$ cat src/hw/rtl/wdf_pkg.sv
// Constants shared by the WebSocket frame deframer and its checker.
package wdf_pkg;

   // Parse phases.
   localparam logic [2:0] PH_BYTE0   = 3'd0;
   localparam logic [2:0] PH_BYTE1   = 3'd1;
   localparam logic [2:0] PH_EXTLEN  = 3'd2;
   localparam logic [2:0] PH_MASK    = 3'd3;
   localparam logic [2:0] PH_PAYLOAD = 3'd4;

   // Seven-bit length codes that select an extended length field.
   localparam logic [6:0] LEN7_EXT16 = 7'd126;
   localparam logic [6:0] LEN7_EXT64 = 7'd127;

   localparam logic [3:0] EXT16_BYTES = 4'd2;
   localparam logic [3:0] EXT64_BYTES = 4'd8;
   localparam logic [2:0] MASK_BYTES  = 3'd4;

   // Header byte counts.
   localparam logic [3:0] HDR_LEN_BYTE0 = 4'd1;
   localparam logic [3:0] HDR_LEN_MIN   = 4'd2;
   localparam logic [3:0] HDR_LEN_MAX   = 4'd14;

endpackage

$ cat src/hw/rtl/websocket_frame_deframer_core.sv
// WebSocket frame deframer: parses a byte stream and unmasks the payload bytes.
// An accepted input beat passes through the input register and then the result register to rsp_.
// Throughput is one byte per clock while rsp_stall is low: the input register, the parse
// logic and the result register form a two-stage pipeline that never waits on its own state.
// Synchronous active-high reset clears the parser state and both valid flags;
// after reset the parser waits for the first header byte of a frame.
module websocket_frame_deframer_core (
   input  logic        clock,
   input  logic        reset,
   input  logic        req_valid,
   output logic        req_stall,
   input  logic [7:0]  req_data_byte,
   output logic        rsp_valid,
   input  logic        rsp_stall,
   output logic [7:0]  rsp_out_byte,
   output logic        rsp_is_payload,
   output logic        rsp_header_done,
   output logic        rsp_frame_end,
   output logic        rsp_fin_flag,
   output logic [3:0]  rsp_frame_opcode,
   output logic        rsp_mask_flag,
   output logic [63:0] rsp_payload_length,
   output logic [3:0]  rsp_header_length
);
   import wdf_pkg::*;

   // Input register.
   logic        in_valid_ff, in_valid_in;
   logic [7:0]  in_byte_ff;

   // Parser state.
   logic [2:0]  phase_ff, phase_in;
   logic [3:0]  ext_left_ff, ext_left_in;
   logic [63:0] len_acc_ff, len_acc_in;
   logic [31:0] mask_key_ff, mask_key_in;
   logic [2:0]  mask_left_ff, mask_left_in;
   logic [63:0] pay_rem_ff, pay_rem_in;
   logic [1:0]  mask_pos_ff, mask_pos_in;
   logic        fin_ff, fin_in;
   logic        mask_bit_ff, mask_bit_in;
   logic [3:0]  opcode_ff, opcode_in;
   logic [3:0]  hdr_cnt_ff, hdr_cnt_in;

   // Result register.
   logic        rsp_valid_ff, rsp_valid_in;
   logic [7:0]  out_byte_ff, out_byte_in;
   logic        is_payload_ff, is_payload_in;
   logic        header_done_ff, header_done_in;
   logic        frame_end_ff, frame_end_in;
   logic [3:0]  header_length_ff, header_length_in;

   logic        out_free;
   logic        step;
   logic        in_load;
   logic        do_finish;
   logic [7:0]  key_byte;

   // The result register frees up when empty or when its beat is taken.
   assign out_free  = !rsp_valid_ff || !rsp_stall;
   assign step      = in_valid_ff && out_free;
   assign req_stall = in_valid_ff && !out_free;
   assign in_load   = req_valid && !req_stall;

   always_comb begin
      if (in_load) begin
         in_valid_in = 1'b1;
      end else if (step) begin
         in_valid_in = 1'b0;
      end else begin
         in_valid_in = in_valid_ff;
      end

      if (step) begin
         rsp_valid_in = 1'b1;
      end else if (!rsp_stall) begin
         rsp_valid_in = 1'b0;
      end else begin
         rsp_valid_in = rsp_valid_ff;
      end
   end

   always_comb begin
      case (mask_pos_ff)
         2'd0: key_byte = mask_key_ff[31:24];
         2'd1: key_byte = mask_key_ff[23:16];
         2'd2: key_byte = mask_key_ff[15:8];
         default: key_byte = mask_key_ff[7:0];
      endcase
   end

   always_comb begin
      phase_in       = phase_ff;
      ext_left_in    = ext_left_ff;
      len_acc_in     = len_acc_ff;
      mask_key_in    = mask_key_ff;
      mask_left_in   = mask_left_ff;
      pay_rem_in     = pay_rem_ff;
      mask_pos_in    = mask_pos_ff;
      fin_in         = fin_ff;
      mask_bit_in    = mask_bit_ff;
      opcode_in      = opcode_ff;
      hdr_cnt_in     = hdr_cnt_ff;
      out_byte_in    = 8'd0;
      is_payload_in  = 1'b0;
      header_done_in = 1'b0;
      frame_end_in   = 1'b0;
      do_finish      = 1'b0;

      case (phase_ff)
         PH_BYTE1: begin
            mask_bit_in = in_byte_ff[7];
            hdr_cnt_in  = HDR_LEN_MIN;
            len_acc_in  = 64'd0;
            if (in_byte_ff[6:0] == LEN7_EXT16) begin
               ext_left_in = EXT16_BYTES;
               phase_in    = PH_EXTLEN;
            end else if (in_byte_ff[6:0] == LEN7_EXT64) begin
               ext_left_in = EXT64_BYTES;
               phase_in    = PH_EXTLEN;
            end else begin
               len_acc_in = {57'd0, in_byte_ff[6:0]};
               if (in_byte_ff[7]) begin
                  mask_left_in = MASK_BYTES;
                  phase_in     = PH_MASK;
               end else begin
                  do_finish = 1'b1;
               end
            end
         end
         PH_EXTLEN: begin
            len_acc_in  = {len_acc_ff[55:0], in_byte_ff};
            hdr_cnt_in  = hdr_cnt_ff + 4'd1;
            ext_left_in = ext_left_ff - 4'd1;
            if (ext_left_in == 4'd0) begin
               if (mask_bit_ff) begin
                  mask_left_in = MASK_BYTES;
                  phase_in     = PH_MASK;
               end else begin
                  do_finish = 1'b1;
               end
            end
         end
         PH_MASK: begin
            mask_key_in  = {mask_key_ff[23:0], in_byte_ff};
            hdr_cnt_in   = hdr_cnt_ff + 4'd1;
            mask_left_in = mask_left_ff - 3'd1;
            if (mask_left_in == 3'd0) begin
               do_finish = 1'b1;
            end
         end
         PH_PAYLOAD: begin
            out_byte_in   = mask_bit_ff ? (in_byte_ff ^ key_byte) : in_byte_ff;
            is_payload_in = 1'b1;
            mask_pos_in   = mask_pos_ff + 2'd1;
            pay_rem_in    = pay_rem_ff - 64'd1;
            if (pay_rem_in == 64'd0) begin
               frame_end_in = 1'b1;
               phase_in     = PH_BYTE0;
            end
         end
         default: begin
            // First header byte; unused phase codes also land here.
            fin_in       = in_byte_ff[7];
            opcode_in    = in_byte_ff[3:0];
            mask_bit_in  = 1'b0;
            hdr_cnt_in   = HDR_LEN_BYTE0;
            len_acc_in   = 64'd0;
            mask_key_in  = 32'd0;
            mask_pos_in  = 2'd0;
            pay_rem_in   = 64'd0;
            ext_left_in  = 4'd0;
            mask_left_in = 3'd0;
            phase_in     = PH_BYTE1;
         end
      endcase

      // A frame with an empty payload ends on its last header byte.
      if (do_finish) begin
         header_done_in = 1'b1;
         pay_rem_in     = len_acc_in;
         mask_pos_in    = 2'd0;
         if (len_acc_in == 64'd0) begin
            frame_end_in = 1'b1;
            phase_in     = PH_BYTE0;
         end else begin
            phase_in = PH_PAYLOAD;
         end
      end

      if (header_done_in || is_payload_in || phase_in == PH_PAYLOAD) begin
         header_length_in = hdr_cnt_in;
      end else begin
         header_length_in = 4'd0;
      end
   end

   always_ff @(posedge clock) begin
      if (reset) begin
         in_valid_ff  <= 1'b0;
         rsp_valid_ff <= 1'b0;
         phase_ff     <= PH_BYTE0;
         ext_left_ff  <= 4'd0;
         len_acc_ff   <= 64'd0;
         mask_key_ff  <= 32'd0;
         mask_left_ff <= 3'd0;
         pay_rem_ff   <= 64'd0;
         mask_pos_ff  <= 2'd0;
         fin_ff       <= 1'b0;
         mask_bit_ff  <= 1'b0;
         opcode_ff    <= 4'd0;
         hdr_cnt_ff   <= 4'd0;
      end else begin
         in_valid_ff  <= in_valid_in;
         rsp_valid_ff <= rsp_valid_in;
         if (step) begin
            phase_ff     <= phase_in;
            ext_left_ff  <= ext_left_in;
            len_acc_ff   <= len_acc_in;
            mask_key_ff  <= mask_key_in;
            mask_left_ff <= mask_left_in;
            pay_rem_ff   <= pay_rem_in;
            mask_pos_ff  <= mask_pos_in;
            fin_ff       <= fin_in;
            mask_bit_ff  <= mask_bit_in;
            opcode_ff    <= opcode_in;
            hdr_cnt_ff   <= hdr_cnt_in;
         end
      end
   end

   always_ff @(posedge clock) begin
      if (in_load) begin
         in_byte_ff <= req_data_byte;
      end
      if (step) begin
         out_byte_ff      <= out_byte_in;
         is_payload_ff    <= is_payload_in;
         header_done_ff   <= header_done_in;
         frame_end_ff     <= frame_end_in;
         header_length_ff <= header_length_in;
      end
   end

   // Frame fields and length come straight from the state, which only moves with the result.
   assign rsp_valid          = rsp_valid_ff;
   assign rsp_out_byte       = out_byte_ff;
   assign rsp_is_payload     = is_payload_ff;
   assign rsp_header_done    = header_done_ff;
   assign rsp_frame_end      = frame_end_ff;
   assign rsp_fin_flag       = fin_ff;
   assign rsp_frame_opcode   = opcode_ff;
   assign rsp_mask_flag      = mask_bit_ff;
   assign rsp_payload_length = len_acc_ff;
   assign rsp_header_length  = header_length_ff;

endmodule

$ cat config.mk
export PLATFORM = sky130hd
export DESIGN_NAME = websocket_frame_deframer_core
export DESIGN_NICKNAME = d
export VERILOG_FILES = /design/src/hw/rtl/wdf_pkg.sv /design/src/hw/rtl/websocket_frame_deframer_core.sv
export SDC_FILE = /design/constraint.sdc
export NUM_CORES = 1
export LEC_CHECK = 0
export BUFFER_PORTS_ARGS = -buffer_cell sky130_fd_sc_hd__buf_2
export CAP_MARGIN = 20
export CORE_UTILIZATION = 32
export CTS_CLUSTER_SIZE = 20
export DETAILED_ROUTE_END_ITERATION = 10
export GPL_TIMING_DRIVEN = 0
export MAX_ROUTING_LAYER = met4
export SYNTH_ARGS = -nofsm -noshare
export SYNTH_HDL_FRONTEND = slang
export SYNTH_SLANG_ARGS = --single-unit
$ cat constraint.sdc
create_clock -name clock -period 2.9 [get_ports clock]
set_input_delay 0.435 -clock clock [delete_from_list [all_inputs] [get_ports clock]]
set_output_delay 0.435 -clock clock [all_outputs]
set_load 0.01 [all_outputs]
==> summary.md <==
| Metric | Value |
|---|---|
| Max incr delay on CP | `0.61 ns` |
| Total wire length after detailed routing | `55.07 mm` |
| CTS tree | `done` |
| Endpoints failing setup | `4` |
| Via density | `6.219` |
| RSZ-0062 raised after global routing | `true` |
| Hold Path Class | `in -> reg` |
| Root buf cell | `clkbuf_16` |
| Post-synth EDFFs | `23` |
| DRT Pass-1 Iters | `9` |
| Top cell type by total area after synthesis | `dfxtp_1` |
| Initial Util | `32.60%` |
| Total grt overflow | `0` |
| Row count | `69` |
| Failing checks | `design-rule violations, negative setup slack` |
| Yosys warnings | `0` |
| Post-synth cell types | `77` |
| Initial DRC count | `1812` |
| Antenna Nets Post-Route | `0` |
| Worst Tran Pin Value | `1.118 ns` |
| Slew Limit Fails | `0` |
| Share of layout cells above drive strength 1 | `21.79%` |
| Power Dens Cells | `545.1 nW/um^2` |
| Layout Skew | `0.02624 ns` |
| Worst endpoint data arrival time | `3.65 ns` |
| Gate Count Post-Synth | `1483` |
| Ranking of synthesized cells by area | `dfxtp_1 (32%), a22oi_1 (9.3%), nor2_1 (6.7%)` |
| Wire per inst | `25.88 um` |
| DIE WIDTH | `192.6 um` |
| RePlAce Congestion | `1.024` |
| Slowest cell on crit path | `or4bb_4` |
| Initial antenna violation count | `1` |
| Mapped Area | `11620 um^2` |
| Core area | `35660 um^2` |
| TritonCTS Buffers | `25` |
| Fmax | `301.9 MHz` |
| Most numerous cell in the Yosys netlist | `nor2_1` |
| CTS Buffer Depth | `3` |
| Lkg Pwr | `5.304 nW` |
| Primary FF master, synth | `dfxtp_1` |
| Largest delay contributor family on the critical path | `simple AND/OR/NAND/NOR gates` |
| Crit end category | `flip-flop` |
| Worst skew pair latency | `0.55 ns` |
| CP Launch Type | `flip-flop` |
| Detailed-route via count | `13.23k` |
| Outcome | `complete, but fails checks` |
| Die area | `37090 um^2` |
| Number of synthesized register bits | `207` |
| Clock sink count | `207` |
| Normalized max-slew margin | `25.46%` |
| Syn Nets | `1506` |
| Post-DP HPWL | `39.65 mm` |
| Synth cell count leaders | `nor2_1 (206), dfxtp_1 (184), a22oi_1 (144)` |
| Share of the synthesized area in the top cell type | `31.69%` |
| First-pass GRT wire length | `80.59 mm` |
| Worst slack, placed | `-1.194 ns` |
| Cell area after layout | `14670 um^2` |
| Crit Path Max Fanout | `9` |
| Post-synth ARST share | `0%` |
| Final min period | `3.313 ns` |
| Syn avg cell area | `7.838 um^2` |
| Share of the clock period used by the worst path | `114.2%` |
| IO Port Bufs | `97` |
| Num ports | `99` |
| Post-cts hold buffer count | `0` |
| CP required | `3.24 ns` |
| Largest net degree at the start of global routing | `15` |
| Fin worst setup slack | `-0.4127 ns` |
| Vias in the first global route | `12.19k` |
| CTS clock-pin slew for the worst setup and hold paths | `0.06 ns` |
| H-tree Lvls | `1` |
| Total track usage | `30.28%` |
| Worst path buffer plus inverter count | `1` |
| Max Cap Viol | `0` |
| Sequential fraction of the synthesis area | `37.63%` |
| CP Cell Sequence | `buf_6 -> nor4_4 -> nand3_2 -> or3_4 -> xnor2_2 -> nor4_1 -> or4bb_4 -> o31ai_4` |
| Area growth, synth to finish | `26.19%` |
| Layout Nets | `1671` |
| Die H | `192.6 um` |
| Setup Crit Path Kind | `reg -> reg` |
| DRC violations left | `4` |
| Placed cell areas | `12700 um^2` |
| Peak supply drop | `0.4917 mV` |
| Fin. Hold Viols | `0` |
[flip-flops by register name, indices dropped and copies added, names as in the netlist, 2 cells and up]
register and flops:
rsp_out_byte 8, rsp_payload_length 64, ext_left_ff 4, mask_left_ff 3
pay_rem_ff 64, in_byte_ff 8, mask_key_ff 32, hdr_cnt_ff 4
mask_pos_ff 2, phase_ff 3, rsp_frame_opcode 4, rsp_header_length 4
[cell families (layout without fill, tap and decap cells)]
group / Yosys count / in the layout / synth area share, %
muxes: 6 / 6 / 0.5167
DFF: 207 / 207 / 37.63
buffers and inverters: 153 / 336 / 5.231
and+or+nand+nor: 614 / 614 / 26.75
AOI/OAI and AO/OA: 462 / 462 / 26.43
other: 0 / 1 / 0
xor gates and xnor gates: 30 / 30 / 2.260
adders and majority gates: 11 / 11 / 1.184
[cell type report]
class / count / area, um^2
inverter: 19 / 81.33
antenna: 1 / 2.502
buffer: 114 / 533.0
timing repair buffer: 158 / 1022
clock inverter: 13 / 136.4
clock buffer: 32 / 693.2
sequential: 207 / 4399
fill: 3671 / 20990
multi-input combinational: 1123 / 7223
tap: 461 / 576.8
[power by group]
| part | switching, W | internal, W | total [W] |
|---|---|---|---|
| logic | 0.00111 | 0.000686 | 0.00179 |
| registers | 0.0000661 | 0.00294 | 0.00301 |
| clock network | 0.00132 | 0.00187 | 0.00320 |
| total | 0.00250 | 0.00550 | 0.00799 |
[per-stage QoR]
stage               util, %  setup TNS [ns]  total power (W)  hold WS [ns]  instances
global route          41.14          -1.331         0.008238       0.06175       2128
detailed placement    35.62          -33.65         0.004358        0.4439       2042
finish                41.14         -0.9930         0.007995       0.07770       2128
CTS                   40.37         -0.8273         0.007881       0.06237       2123
global placement      35.59          -34.32         0.004365        0.4411       2041
floorplan                 -        -0.01180         0.003877        0.4314       1483
[worst paths after layout]
kind,startpoint,to,slack (ns),cells after the start
worst max-delay path,pay_rem_ff[10]$_SDFFE_PP0P_,rsp_frame_end$_DFFE_PP_,-0.41,8
worst min-delay path,req_data_byte[1],in_byte_ff[1]$_DFFE_PP_,0.08,1
worst max register to register,pay_rem_ff[10]$_SDFFE_PP0P_,rsp_frame_end$_DFFE_PP_,-0.41,8
worst min register to register,mask_left_ff[1]$_SDFFE_PP0P_,mask_left_ff[1]$_SDFFE_PP0P_,0.45,2
[layer usage]
layer | vias to the layer above | GRT usage, % | wire length (um)
met3 | 141 | 7.110 | 5886
met1 | 6373 | 41.51 | 23680
li1 | 5891 | - | -
met5 | - | - | 0
met4 | 0 | 9.873 | 2012
met2 | 829 | 43.36 | 23490
[placed cells by master, fill, tap and decap left out, types with 11 or more instances in the layout]
master / count
nand3_1: 53
or2_2: 11
nor4_4: 13
nor3_1: 32
nor2_1: 202
buf_2: 102
a21o_1: 11
edfxtp_1: 23
xnor2_1: 13
clkbuf_1: 67
nand4_1: 25
buf_4: 48
nor4_1: 37
clkbuf_4: 11
o31a_1: 11
or3_1: 18
o32ai_1: 15
dfxtp_1: 172
clkbuf_16: 26
a22oi_1: 143
buf_6: 14
inv_1: 14
o21ai_0: 92
a21oi_1: 102
clkbuf_2: 25
nand2_1: 119
[timing repair]
| item | 4_1_cts | 5_1_grt |
|---|---|---|
| endpoints found under the setup margin | 95 | 71 |
| resized for setup | 133 | 73 |
| pin swaps | 48 | 19 |
| buffers inserted | 51 | 9 |
(Power assumes the default switching activity.)
